## src/rtl/dwhg_pkg.sv

```systemverilog
// Shared types and constants for the double-word half-GCD matrix unit.
// No dependencies.
package dwhg_pkg;

  // Controller states
  typedef enum logic [3:0] {
    ST_IDLE,
    ST_START,
    ST_FIRST,
    ST_RED_SUB,
    ST_RED_CHK,
    ST_DIV_NORM,
    ST_DIV_STEP,
    ST_DIV_DONE,
    ST_MUL_LO,
    ST_MUL_MID,
    ST_MUL,
    ST_OUT
  } state_t;

  // Datapath operations
  typedef enum logic [3:0] {
    OP_NONE,
    OP_LOAD,
    OP_FIRST,
    OP_SUB,
    OP_ADD1,
    OP_DIV_INIT,
    OP_DIV_NORM,
    OP_DIV_STEP,
    OP_Q_INC,
    OP_MUL_HI,
    OP_MUL_LO,
    OP_MUL_MID,
    OP_TOGGLE,
    OP_FAIL
  } op_t;

  // Controller to datapath
  typedef struct packed {
    op_t  op;
    logic side_b;
  } cmd_t;

  // Datapath to controller
  typedef struct packed {
    logic start_small;
    logic first_small;
    logic skip_a;
    logic hi_equal;
    logic x_small;
    logic x_le_y;
    logic d_norm;
    logic div_last;
  } stat_t;

endpackage

```

## src/rtl/dwhg_ctrl.sv

```systemverilog
// Controller state machine for the double-word half-GCD matrix unit.
// Depends on dwhg_pkg.
module dwhg_ctrl (
  input  logic            clk,
  input  logic            rst,
  input  logic            in_fire,
  input  logic            out_free,
  input  dwhg_pkg::stat_t st,
  output dwhg_pkg::cmd_t  cmd,
  output logic            busy,
  output logic            done
);
  import dwhg_pkg::*;

  state_t state, state_next;
  logic   side_b, side_b_next;
  logic   stop_after, stop_after_next;

  // State register
  always_ff @(posedge clk) begin
    if (rst) begin
      state      <= ST_IDLE;
      side_b     <= 1'b0;
      stop_after <= 1'b0;
    end else begin
      state      <= state_next;
      side_b     <= side_b_next;
      stop_after <= stop_after_next;
    end
  end

  // Next state and commands
  always_comb begin
    state_next      = state;
    side_b_next     = side_b;
    stop_after_next = stop_after;
    cmd.op          = OP_NONE;
    cmd.side_b      = side_b;
    busy            = 1'b1;
    done            = 1'b0;
    case (state)
      ST_IDLE: begin
        busy = 1'b0;
        if (in_fire) begin
          cmd.op     = OP_LOAD;
          state_next = ST_START;
        end
      end
      ST_START: begin
        if (st.start_small) begin
          cmd.op     = OP_FAIL;
          state_next = ST_OUT;
        end else begin
          cmd.op     = OP_FIRST;
          state_next = ST_FIRST;
        end
      end
      ST_FIRST: begin
        if (st.first_small) begin
          cmd.op     = OP_FAIL;
          state_next = ST_OUT;
        end else begin
          side_b_next = !st.skip_a ? 1'b0 : 1'b1;
          state_next  = ST_RED_SUB;
        end
      end
      ST_RED_SUB: begin
        if (st.hi_equal) begin
          state_next = ST_OUT;
        end else begin
          cmd.op     = OP_SUB;
          state_next = ST_RED_CHK;
        end
      end
      ST_RED_CHK: begin
        if (st.x_small) begin
          state_next = ST_OUT;
        end else if (st.x_le_y) begin
          cmd.op      = OP_ADD1;
          side_b_next = !side_b;
          state_next  = ST_RED_SUB;
        end else begin
          cmd.op     = OP_DIV_INIT;
          state_next = ST_DIV_NORM;
        end
      end
      ST_DIV_NORM: begin
        if (st.d_norm) begin
          state_next = ST_DIV_STEP;
        end else begin
          cmd.op = OP_DIV_NORM;
        end
      end
      ST_DIV_STEP: begin
        cmd.op = OP_DIV_STEP;
        if (st.div_last) begin
          state_next = ST_DIV_DONE;
        end
      end
      ST_DIV_DONE: begin
        stop_after_next = st.x_small;
        if (!st.x_small) begin
          cmd.op = OP_Q_INC;
        end
        state_next = ST_MUL_LO;
      end
      // Multiply the quotient into the column over three half-width passes
      ST_MUL_LO: begin
        cmd.op     = OP_MUL_LO;
        state_next = ST_MUL_MID;
      end
      ST_MUL_MID: begin
        cmd.op     = OP_MUL_MID;
        state_next = ST_MUL;
      end
      ST_MUL: begin
        cmd.op      = OP_MUL_HI;
        side_b_next = !side_b;
        state_next  = stop_after ? ST_OUT : ST_RED_SUB;
      end
      ST_OUT: begin
        done = 1'b1;
        if (out_free) begin
          state_next = ST_IDLE;
        end
      end
      default: begin
        state_next = ST_IDLE;
      end
    endcase
  end

`ifndef SYNTHESIS
  // Division steps start once the divisor is normalised
  a_step_norm: assert property (@(posedge clk) disable iff (rst)
    (state == ST_DIV_NORM && st.d_norm) |=> (state == ST_DIV_STEP))
    else $error("division step not started after normalising");
  // Every request leaves idle for the start check
  a_load: assert property (@(posedge clk) disable iff (rst)
    (state == ST_IDLE && in_fire) |=> (state == ST_START))
    else $error("request not loaded");
  // Result is held until taken
  a_hold: assert property (@(posedge clk) disable iff (rst)
    (state == ST_OUT && !out_free) |=> (state == ST_OUT))
    else $error("result dropped");
`endif

endmodule

```

## config.mk

```make
export PLATFORM = sky130hd
export DESIGN_NAME = dwhg_ctrl
export DESIGN_NICKNAME = d
export VERILOG_FILES = /design/src/rtl/dwhg_pkg.sv /design/src/rtl/dwhg_ctrl.sv
export SDC_FILE = /design/constraint.sdc
export NUM_CORES = 1
export LEC_CHECK = 0
export BUFFER_PORTS_ARGS = -buffer_cell sky130_fd_sc_hd__buf_4
export CORE_UTILIZATION = 46
export DETAILED_ROUTE_END_ITERATION = 10
export GPL_ROUTABILITY_DRIVEN = 0
export PLACE_DENSITY = 0.73
export SYNTH_ARGS = -nofsm -noshare
export SYNTH_HDL_FRONTEND = slang
export SYNTH_SLANG_ARGS = --single-unit
```

## constraint.sdc

```tcl
create_clock -name clk -period 2.5 [get_ports clk]
set_clock_uncertainty 0.05 [all_clocks]
set_input_delay 0 -clock clk [delete_from_list [all_inputs] [get_ports clk]]
set_output_delay 0 -clock clk [all_outputs]
set_load 0.02 [all_outputs]
```

Yosys cells after proc, flatten, opt, wreduce, memory -nomap -nowiden. Index checks and enable logic that the tools add are counted.

Register bits: 6. Output and inout bits: 7. Input port bits: 12.

Eq/ne operators: 18. Mux-type cells: 27. Reduce and logical (&&, ||, !) cells: 5.

Operator list (count): 4-bit 2-to-1 mux (12); 4-bit one-hot mux with 12 select lines (1); 4-bit one-hot mux with 11 select lines (1); 4-bit by 3-bit == test with 1-bit output, second input constant (4); 4-bit == test, second input constant (4); 2-bit inequality test, second input constant (7); 3-bit 2-to-1 mux (3); 4-bit by 2-bit == test with 1-bit output, second input constant (2); 1-bit 2-to-1 mux (8); 4-bit AND reduction (2); 4-bit by 1-bit == test with 1-bit output, second input constant (1); 4-bit zero test (1); 1-bit one-hot mux with 3 select lines (1); 3-bit nonzero test (1); 2-bit 2-to-1 mux (1); 1-bit zero test (1).

Depth between registers and ports, before layout. Gate-level depths: netlist (run 1).

Depth after elaboration: 4. Gate-level depth with buffers: 6. Mapped depth without buffers: 4.

Worst setup path after synthesis (run 1). No wires, ideal clock.

Kind: reg2out. From: register state[1]. To: output cmd[1] (netlist bit). Path slack: 1128 ps. Buffers on the path: 1. Required time: 2450 ps. Arrival time: 1322 ps. Stages on the path, launching flop included: 6. Cells stage by stage: dfxtp_1 -> buf_2 -> inv_2 -> nor4_1 -> a31oi_1 -> o221ai_1.

RTL lines: from (decl) (RTL line dwhg_ctrl.sv:15) `state_t state, state_next;`; from (signal assigned) (RTL line dwhg_ctrl.sv:26) `state <= state_next;`; to (decl) (RTL line dwhg_ctrl.sv:9) `output dwhg_pkg::cmd_t cmd,`.

==> results by group, run 1 <==
Floorplanning
  • Std-Cell Rows: 13
  • Die Span Y: 40.4 um
  • IO Pins: 19
  • Core ar.: approximately 0.0013 mm2
  • Initial Util: between 50% and 60%
  • Die area: approximately 0.0016 mm2
  • Chip Width: slightly above 40 um

Yosys
  • Syn Area/Cell: approximately 7.4 um2
  • Number of flops mapped to enable cells by yosys: 0
  • Fraction of registers with async set/reset: 0%
  • Top_reg_cell synth: dfxtp_1
  • Syn nets: between 100 and 150
  • YS warnings: 0
  • Cell Area, Synth: between 600 and 700 um2
  • Flops & latches, synth: 6
  • Synthesized instance count: a little over 90
  • Register area share after synthesis: ~18%
  • Yosys cell types: 42

Detailed routing
  • Avg WL per Cell: about 15 um
  • DR iter-0 viols: 20
  • Antenna Violating Nets Remaining: 0
  • WL final: about 1.8 mm
  • Drt drc: 0
  • Vias per cell: slightly above 6
  • Drt first pass iters: 4
  • Via count: ~750

Run
  • Max Cap Viol: 0

Clocking
  • CTS Buf Count: 3
  • Clock root cell: clkbuf_4
  • Max clock buf depth: 2
  • Buffer count from post-CTS setup fixing: 0
  • Hold Buf Count CTS: 1
  • Clock latency at the later pin of the worst-skew pair: around 240 ps
  • PostCTS Resize Cnt: 0
  • Worst-path clk slew: roughly 50 ps
  • TritonCTS Sinks: 6
  • CTS tree: yes
  • H-tree depth: 1

STA
  • Final hold vios: 0
  • Fmax: between 400 and 500 MHz
  • Slew margin rel.: roughly half
  • Worst slew pin tran: between 700 and 800 ps
  • Pins Over Slew Limit: 0
  • Hold_ws: 27.0 ps
  • Min cycle time layout: between 2000 and 2500 ps
  • Unrepaired setup endpoints after global routing: no
  • Setup tns final: 0 ps
  • Tcrit/Tclk final: between 80 and 90%
  • Final setup fails: 0

GRT
  • First-pass GRT wire length: approximately 2.7 mm
  • Tot GR Track Use: 24.4%
  • Antenna violations before repair: 0
  • Largest net degree at the start of global routing: 25
  • Grt ovf: 0
  • Vias in the first global route: about 630

Worst setup path
  • Largest fanout on the critical path: 21
  • Setup CP Type: reg -> out
  • Element type at the critical path end: primary output
  • Worst EP arrival: ~2000 ps
  • Crit start category: flop
  • WP data required: roughly 2500 ps

Final layout
  • Layout cell share with drive strength beyond 1: between 20% and 30%
  • Area growth from synthesis to layout: 20.1%
  • Layout Utilization: 61.0%
  • Diodes inserted: 0
  • Nets: 120
  • Final instance area: slightly above 800 um2

Pwr
  • Power, Total: a little over 700 uW
  • Power per cell area: ~870 mW/mm2
  • Peak VDD IR: roughly 0.47 mV
  • Leak pwr: 0.314 nW

Place
  • Port Buffer Count: 18
  • Post-DP HPWL: roughly 1.2 mm
  • Area after DPL: ~800 um2

Outcome
  • Outcome: finished, final reports clean

Min path
  • Worst Hold Class: in -> reg
==> kinds of logic after synthesis <==
family / synth area share (%)
buffers and inverters: 10.7
and+or+nand+nor: 38.8
DFF: 17.7
muxes: 1.48
AOI/OAI and AO/OA: 31.2
==> power breakdown <==
group / leakage (nW) / switching (mW) / internal [mW] / total, mW
combinational: 0.251 / 0.220 / 0.206 / 0.426
sequential: 0.0491 / 0.0772 / 0.116 / 0.193
clock: 0.0138 / 0.0368 / 0.0544 / 0.0912
==> cell type report <==
type,instances,area (um2)
fill,130,520
multi-input combinational,74,484
timing repair buffer,21,160
sequential,6,120
clock buffer,3,22.5
tap,15,18.8
inverter,2,7.51
==> worst paths after layout <==
| check | from | end | slack (ps) | depth (start not counted) |
|---|---|---|---|---|
| setup / recovery | state[1] | cmd[1] | 490 | 5 |
| setup reg to reg | state[2] | side_b | 570 | 4 |
| hold / removal | st[3] | stop_after | 30 | 3 |
| hold reg to reg | stop_after | stop_after | 440 | 2 |
==> flip-flops by register name, indices dropped and copies added (netlist names) <==
register,cells
state,4
side_b,1
stop_after,1
==> critical path, stage by stage, from the launching register on <==
cell and delay [ps]:
dfxtp_1 770, inv_2 200, nor4_1 260, a31oi_1 90
o221ai_1 220, buf_4 170
==> layer usage <==
layer	vias to the layer above	wire length (um)	global-route usage, %	share of wire (%)
li1	372	-	-	-
met1	348	835	34.5	47
met2	30	827	39.3	47
met3	2	99	5.00	5.6
met4	0	11	1.67	0.62
met5	-	0	0	0
==> synthesized netlist by cell type, types with 2 or more instances <==
library cell	count	share of area, %
clkbuf_1	2	1.1
and3b_1	2	2.6
o21bai_1	2	2.2
buf_6	2	3.3
buf_2	4	3.0
nand3b_1	3	3.3
buf_4	2	2.2
nor3_1	4	3.0
nand3_1	2	1.5
o21ai_0	7	5.2
nand2b_1	4	3.7
and2_1	2	1.8
a221oi_1	2	2.6
o21a_1	2	2.2
a21oi_1	6	4.4
nor2_1	3	1.7
dfxtp_1	6	18
a31oi_1	3	2.8
nor3b_1	4	4.4
nor4b_2	2	4.4
o21ai_1	2	1.5
nand2_1	6	3.3
==> placed cells by master, fill, tap and decap left out, drive strengths merged, types with 2 or more instances in the layout <==
master  Yosys  routed
nor3        4       4
and3b       2       2
nor3b       5       5
and2        3       3
nand3b      3       3
nand2b      4       4
o21bai      2       2
nand2       6       6
a21oi       6       6
o21ai       9       9
nor2        3       3
nor4b       2       2
dfxtp       6       6
buf         8      20
a31oi       3       3
nand3       2       2
a221oi      2       2
clkbuf      2       3
o21a        2       2
inv         2       2
==> through the flow <==
stage	std cells	worst slack (ps)
after global placement	117	726
after floorplan	92	1130
final	121	489
after global routing	121	331
after CTS	121	517
after detailed placement	117	621
Note: power is estimated with default switching activity, not from simulation.
==> inputs of run 2 (changes only) <==
Settings changed: ABC_AREA from default to 1, CORE_AREA from default to 2 2 39 41, CORE_UTILIZATION 46 to default, DIE_AREA from default to 0 0 41 43.
Clock period 2.5 ns to 2 ns, I/O delays scaled along.
==> run 2 against run 1 <==
Compared with the run above:
- critical path depth grew 2
- combinational power grew 24%
- register-to-register slack gained 80 ps
- highest routed layer unchanged
- final area shrank 4.6%
==> results by group, run 2 <==
STA
  • Worst slew pin tran: 326 ps (-393 ps)
  • Setup tns final: 0 ps (unchanged)
  • Unrepaired setup endpoints after global routing: no
  • Final worst setup slack: 333 ps (-156 ps)
  • Fmax: between 500 and 600 MHz
  • Final hold vios: 0 (unchanged)
  • Slew margin rel.: 78.2% (+26 points)
  • Min cycle time layout: 1670 ps
  • Hold_ws: 20.5 ps (-6.54 ps)
  • Tcrit/Tclk final: between 80% and 90%
  • Pins Over Slew Limit: 0 (unchanged)
  • Final setup fails: 0 (unchanged)

Final layout
  • Final instance area: 776 um2 (-4.6%)
  • Max FFs per register: 4 (unchanged)
  • Nets: 143 (+19%)
  • Most frequent cells in the layout: nand2_1, buf_4, inv_1
  • Diodes inserted: 0 (unchanged)
  • Layout cell share with drive strength beyond 1: 29.5% (+4.0 points)
  • Biggest register: state
  • Largest regs: state: 4 flops, side_b: 1 flops, stop_after: 1 flops
  • Most common cell after layout, fill and taps aside: nand2_1
  • Area growth from synthesis to layout: 30.3%

Yosys
  • Register area share after synthesis: 20.2% (+2.4 points)
  • Synthesized instance count: 108 (+17%)
  • Commonest cells post-synth: nand2_1, inv_1, nor2_1, nand3_1, nor2_2
  • YS warnings: 0 (unchanged)
  • Syn Area/Cell: 5.51 um2 (-25%)
  • Top cells by area, synth: nand2_1, dfxtp_1, inv_1, nor2_2, nand3_1
  • Yosys cell types: 20 (-52%)
  • Number of flops mapped to enable cells by yosys: 0 (unchanged)
  • Flops & latches, synth: 6 (unchanged)
  • Cell Area, Synth: 596 um2 (-12%)
  • Yosys top cell area share: 23.3% (+5.6 points)
  • Count leader, synth: nand2_1
  • Most area-hungry cell type in the Yosys netlist: nand2_1
  • Syn nets: 120 (+15%)
  • Fraction of registers with async set/reset: 0% (unchanged)
  • Top_reg_cell synth: dfxtp_1

GRT
  • Tot GR Track Use: 21.4% (-3.1 points)
  • Grt ovf: 0 (unchanged)
  • First-pass GRT wire length: 2.57 mm (-6.3%)
  • Vias in the first global route: 637 (+1.3%)
  • Antenna violations before repair: 0 (unchanged)
  • Largest net degree at the start of global routing: 7 (-72%)

Floorplanning
  • Std-Cell Rows: 14 (+1)
  • IO Pins: 19 (unchanged)
  • Core ar.: 0.00138 mm2 (+3.8%)
  • Chip Width: 41 um (+1.6%)
  • Die Span Y: 43 um (+6.5%)
  • Initial Util: 43.0% (-7.7 points)
  • Die area: 0.00176 mm2 (+8.2%)

Run
  • Max Cap Viol: 0 (unchanged)

Pwr
  • Switching portion of total power: 49.8% (+2.7 points)
  • Switching power: 411 uW (+23%)
  • Flop pwr share: 21.6% (-5.6 points)
  • Internal: 414 uW (+10%)
  • Comb power frac: 64.1% (+4.1 points)
  • Power per cell area: 1060 mW/mm2 (+22%)
  • Leak pwr: 0.419 nW (+34%)
  • Peak VDD IR: 0.544 mV (+16%)
  • Clk pwr share: 14.2% (+1.4 points)

Worst setup path
  • Worst EP arrival: 1620 ps (-340 ps)
  • Largest fanout on the critical path: 5 (-76%)
  • Crit-path slowest cell: dfxtp_1
  • Crit start category: flop
  • Reg-to-reg startpoint: state[2]
  • Critical path's largest stage delay: 450 ps (-320 ps)
  • WP data required: 1950 ps (-500 ps)
  • Reg2Reg Depth: 6 (+2)
  • Crit-path cells: inv_2, nor2_2, nand2_1, o21ai_1, nor2_1, nand3_1, buf_4
  • Element type at the critical path end: primary output
  • Critical Path Start: state[2]
  • Setup CP Type: reg -> out

Clocking
  • CTS tree: yes
  • H-tree depth: 1 (unchanged)
  • PostCTS Resize Cnt: 0 (unchanged)
  • Clock latency at the later pin of the worst-skew pair: 260 ps (+20 ps)
  • CTS Buf Count: 3 (unchanged)
  • Worst-path clk slew: 50 ps (about the same)
  • TritonCTS Sinks: 6 (unchanged)
  • Max clock buf depth: 2 (unchanged)
  • Clock root cell: clkbuf_4

Detailed routing
  • Antenna Violating Nets Remaining: 0 (unchanged)
  • Avg WL per Cell: 11.4 um (-22%)
  • Drt first pass iters: 5 (+1)
  • Vias per cell: 5.48 (-12%)
  • Drt drc: 0 (unchanged)
  • Via count: 794 (+5.6%)
  • DR iter-0 viols: 46 (+130%)
  • WL final: 1.66 mm (-6.6%)

Place
  • Port Buffer Count: 18 (unchanged)
  • Area after DPL: 743 um2 (-4.8%)
  • Pre-CTS setup slack: 653 ps (+31.9 ps)
  • Post-DP HPWL: 1.36 mm (+9.1%)

Min path
  • Worst Hold Class: in -> reg
  • Hold Path Stages: 3 (unchanged)
  • Min-Delay Startpoint: st[3]

Outcome
  • Outcome: finished, final reports clean
run 2: power by group through the flow:
| stage | clock (mW) | combinational (mW) | sequential, mW |
|---|---|---|---|
| after floorplan | 0 | 0.361 | 0.173 |
| after global placement | 0 | 0.523 | 0.179 |
| after detailed placement | 0 | 0.521 | 0.180 |
| after CTS | 0.121 | 0.524 | 0.177 |
| after global routing | 0.126 | 0.573 | 0.182 |
| final | 0.118 | 0.530 | 0.178 |
run 2: worst paths after layout:
path | endpoint | slack, ps
max | cmd[1] | 330
min | stop_after | 20
max reg2reg | state[2] | 650
min reg2reg | stop_after | 440
run 2: worst max-delay path, delay by kind of cell (launching register included):
family	cells	cell delay (ps)
buffers and inverters	2	220
AND/OR/NAND/NOR	4	460
flip-flops	1	450
AO/OA/AOI/OAI	1	240
run 2: final cells by class:
cell class	count	area [um2]
inverter	17	63.8
multi-input combinational	84	404
timing repair buffer	19	145
fill	140	608
sequential	6	120
clock buffer	3	22.5
tap	16	20.0
run 2: cells by family after synthesis:
family | synth area share, %
AOI/OAI and AO/OA | 14.1
buffers and inverters | 12.0
DFF | 20.2
and+or+nand+nor | 53.8
run 2: stage by stage:
stage / instances / utilization, % / total power [mW]
detailed placement: 141 / 53.7 / 0.700
global placement: 141 / 53.7 / 0.702
finish: 145 / 56.1 / 0.826
CTS: 145 / 56.1 / 0.823
global route: 145 / 56.1 / 0.881
floorplan: 108 / - / 0.534
run 2: repair_timing:
action | in CTS | in global routing
buffers inserted | 0 | 0
endpoints found under the setup margin | 0 | 0
hold buffers | 1 | 0
hold endpoints to repair | 4 | 0
run 2: per-layer routing:
| layer | track usage [%] | share of wire (%) | up-vias | wire, um |
|---|---|---|---|---|
| li1 | - | - | 386 | - |
| met1 | 28.7 | 40 | 349 | 655 |
| met2 | 32.2 | 46 | 51 | 767 |
| met3 | 4.19 | 12 | 8 | 192 |
| met4 | 8.67 | 2.5 | 0 | 41 |
| met5 | 0 | 0 | - | 0 |
==> inputs of run 3 (changes only) <==
Settings changed: ABC_AREA 1 to 0, CORE_AREA 2 2 39 41 to default, CORE_UTILIZATION from default to 46, DIE_AREA 0 0 41 43 to default.
Clock period 2 ns to 1.7 ns, I/O delays scaled along.
==> run 3 against run 2 <==
Compared with the run above:
- total power up 43%
- sequential share of layout area down 1.4 points
- non-clock buffer count up 13
- die area down 7.6%
- core utilization up 12 points
- hold slack worse by 11 ps
- critical endpoint is now cmd[4]
- routed wire length up 18%
- register-to-register slack worse by 500 ps
- clock power up 18%
- count of clock-buffer cells in the layout unchanged
- largest power group unchanged
==> results by group, run 3 (synthesis results as in run 1) <==
Floorplanning
  • Die area: 0.00163 mm2 (-7.6%)
  • Initial Util: 50.8% (+7.7 points)
  • Std-Cell Rows: 13 (-1)
  • Core ar.: 0.00133 mm2 (-3.6%)
  • Die Span Y: 40.4 um (-6.1%)
  • IO Pins: 19 (unchanged)
  • Chip Width: 40.4 um (-1.6%)

Final layout
  • Fill cell total of the finished layout: 113 (-19%)
  • Biggest register: state
  • Largest regs: state: 4 flops, side_b: 1 flops, stop_after: 1 flops
  • Most frequent cells in the layout: buf_4, o21ai_0, a21oi_1, nand2_1
  • Most common cell after layout, fill and taps aside: buf_4
  • Layout cell share with drive strength beyond 1: 37.6% (+8.1 points)
  • Layout Utilization: 68.5% (+12 points)
  • Max FFs per register: 4 (unchanged)
  • Post-Layout Cell Count: 132 (-9.0%)
  • Diodes inserted: 0 (unchanged)
  • Nets: 131 (-8.4%)
  • Area growth from synthesis to layout: 34.9%

Pwr
  • Switching power: 533 uW (+30%)
  • Power per cell area: 1290 mW/mm2 (+21%)
  • Peak VDD IR: 0.832 mV (+53%)
  • Leak pwr: 0.375 nW (-10%)
  • Internal: 648 uW (+56%)
  • Flop pwr share: 20.9% (-0.7 points)
  • Comb power frac: 67.3% (+3.2 points)
  • Clk pwr share: 11.8% (-2.4 points)
  • Switching portion of total power: 45.1% (-4.7 points)

Worst setup path
  • Crit-path slowest cell: dfxtp_4
  • Crit start category: flop
  • R2R setup slack: 150 ps (-500 ps)
  • Critical path's largest stage delay: 360 ps (-90 ps)
  • Critical path's most frequent cell: buf_4
  • Largest fanout on the critical path: 6 (+1)
  • Element type at the critical path end: primary output
  • WP data required: 1650 ps (-300 ps)
  • Crit-path cells: buf_4, nand3b_1, a211o_1, nand2_1, o21a_1, buf_4
  • Worst EP arrival: 1590 ps (-30 ps)
  • Setup CP Type: reg -> out

Place
  • Inst Count DP: 123 (-13%)
  • Post-DP HPWL: 1.27 mm (-6.7%)
  • Port Buffer Count: 18 (unchanged)

STA
  • Final setup fails: 0 (unchanged)
  • Final hold vios: 0 (unchanged)
  • Min cycle time layout: 1640 ps
  • Fmax: around 610 MHz
  • Tcrit/Tclk final: 96.5%
  • Slew margin rel.: 75.5% (-2.7 points)
  • Worst slew pin tran: 368 ps (+41.2 ps)
  • Pins Over Slew Limit: 0 (unchanged)

Clocking
  • CTS tree: yes
  • TritonCTS Sinks: 6 (unchanged)
  • Clock root cell: clkbuf_4
  • H-tree depth: 1 (unchanged)
  • Clock latency at the later pin of the worst-skew pair: 250 ps (about the same)
  • Max clock buf depth: 2 (unchanged)
  • CTS Buf Count: 3 (unchanged)
  • Worst-path clk slew: 50 ps (about the same)

Detailed routing
  • DR iter-0 viols: 33 (-28%)
  • WL final: 1.96 mm (+18%)
  • Antenna Violating Nets Remaining: 0 (unchanged)
  • Drt first pass iters: 4 (-1)
  • Drt drc: 0 (unchanged)
  • Avg WL per Cell: 14.8 um (+30%)
  • Via count: 812 (+2.3%)
  • Vias per cell: 6.15 (+12%)

GRT
  • Antenna violations before repair: 0 (unchanged)
  • Tot GR Track Use: 24.6% (+3.2 points)
  • First-pass GRT wire length: 2.70 mm (+5.1%)
  • Largest net degree at the start of global routing: 17 (+10)
  • Vias in the first global route: 605 (-5.0%)
  • Grt ovf: 0 (unchanged)

Outcome
  • Outcome: finished, final reports clean

Run
  • Max Cap Viol: 0 (unchanged)

Min path
  • Worst Hold Class: in -> reg
-- run 3: changes by cell type in the layout (fill, tap and decap cells not counted), sizes merged, moves of 5 or more --
cell,before,now
nor2,18,3
nand3,9,2
buf,18,30
inv,17,2
nand2,39,6
nor3b,0,5
-- run 3: power groups by stage --
stage	combinational (mW)	clock, mW	sequential [mW]
3_5_place_dp	0.687	0	0.253
6_report	0.795	0.139	0.247
2_1_floorplan	0.539	0	0.194
5_1_grt	0.855	0.154	0.252
3_3_place_gp	0.682	0	0.251
4_1_cts	0.693	0.143	0.254
-- run 3: metrics by stage --
| step | TNS, ps | area [um2] | power, mW | setup WS, ps | hold WS (ps) |
|---|---|---|---|---|---|
| 3_5_place_dp | 0 | 826 | 0.940 | 102 | 183 |
| 4_1_cts | 0 | 861 | 1.09 | 29.4 | 1.61 |
| 6_report | 0 | 913 | 1.18 | 59.8 | 9.72 |
| 3_3_place_gp | 0 | 826 | 0.934 | 136 | 179 |
| 5_1_grt | -5.28 | 913 | 1.26 | -5.28 | 6.96 |
| 2_1_floorplan | 0 | 677 | 0.733 | 328 | 19.1 |
-- run 3: final cells by class --
class	count	area, um2	share of cell area (%)
clock buffer	3	22.5	2.47
inverter	2	7.51	0.822
sequential	6	129	14.1
tap	15	18.8	2.05
timing repair buffer	32	240	26.3
multi-input combinational	74	495	54.2
-- run 3: final timing paths --
path	startpoint	to	cells after the start
worst max-delay path	state[1]	cmd[4]	6
worst max register to register	state[2]	state[1]	5
worst min-delay path	st[3]	stop_after	3
worst min register to register	stop_after	stop_after	2
-- run 3: timing repair --
item                                    CTS  global route
endpoints found under the hold margin     6             0
cloned                                    0             0
hold buffers                              1             0
endpoints found under the setup margin    2             2
buffers inserted                          0             5
resized for setup                         2             6
pin swaps                                 0             2
-- run 3: per-layer routing --
metal  part of all wire [%]  vias to the layer above  track usage [%]  routed length (um)
met5                      0                        -                0                   0
met4                   0.56                        0             5.83                  11
li1                       -                      402                -                   -
met1                     44                      372             33.0                 858
met2                     50                       36             38.1                 976
met3                    5.8                        2             7.22                 113
-- run 3: critical path: cells and delay by family (launching register included) --
family          cells  cell delay, ps
compound gates      2             450
buf+inv             2             290
simple gates        2             240
flops               1             360
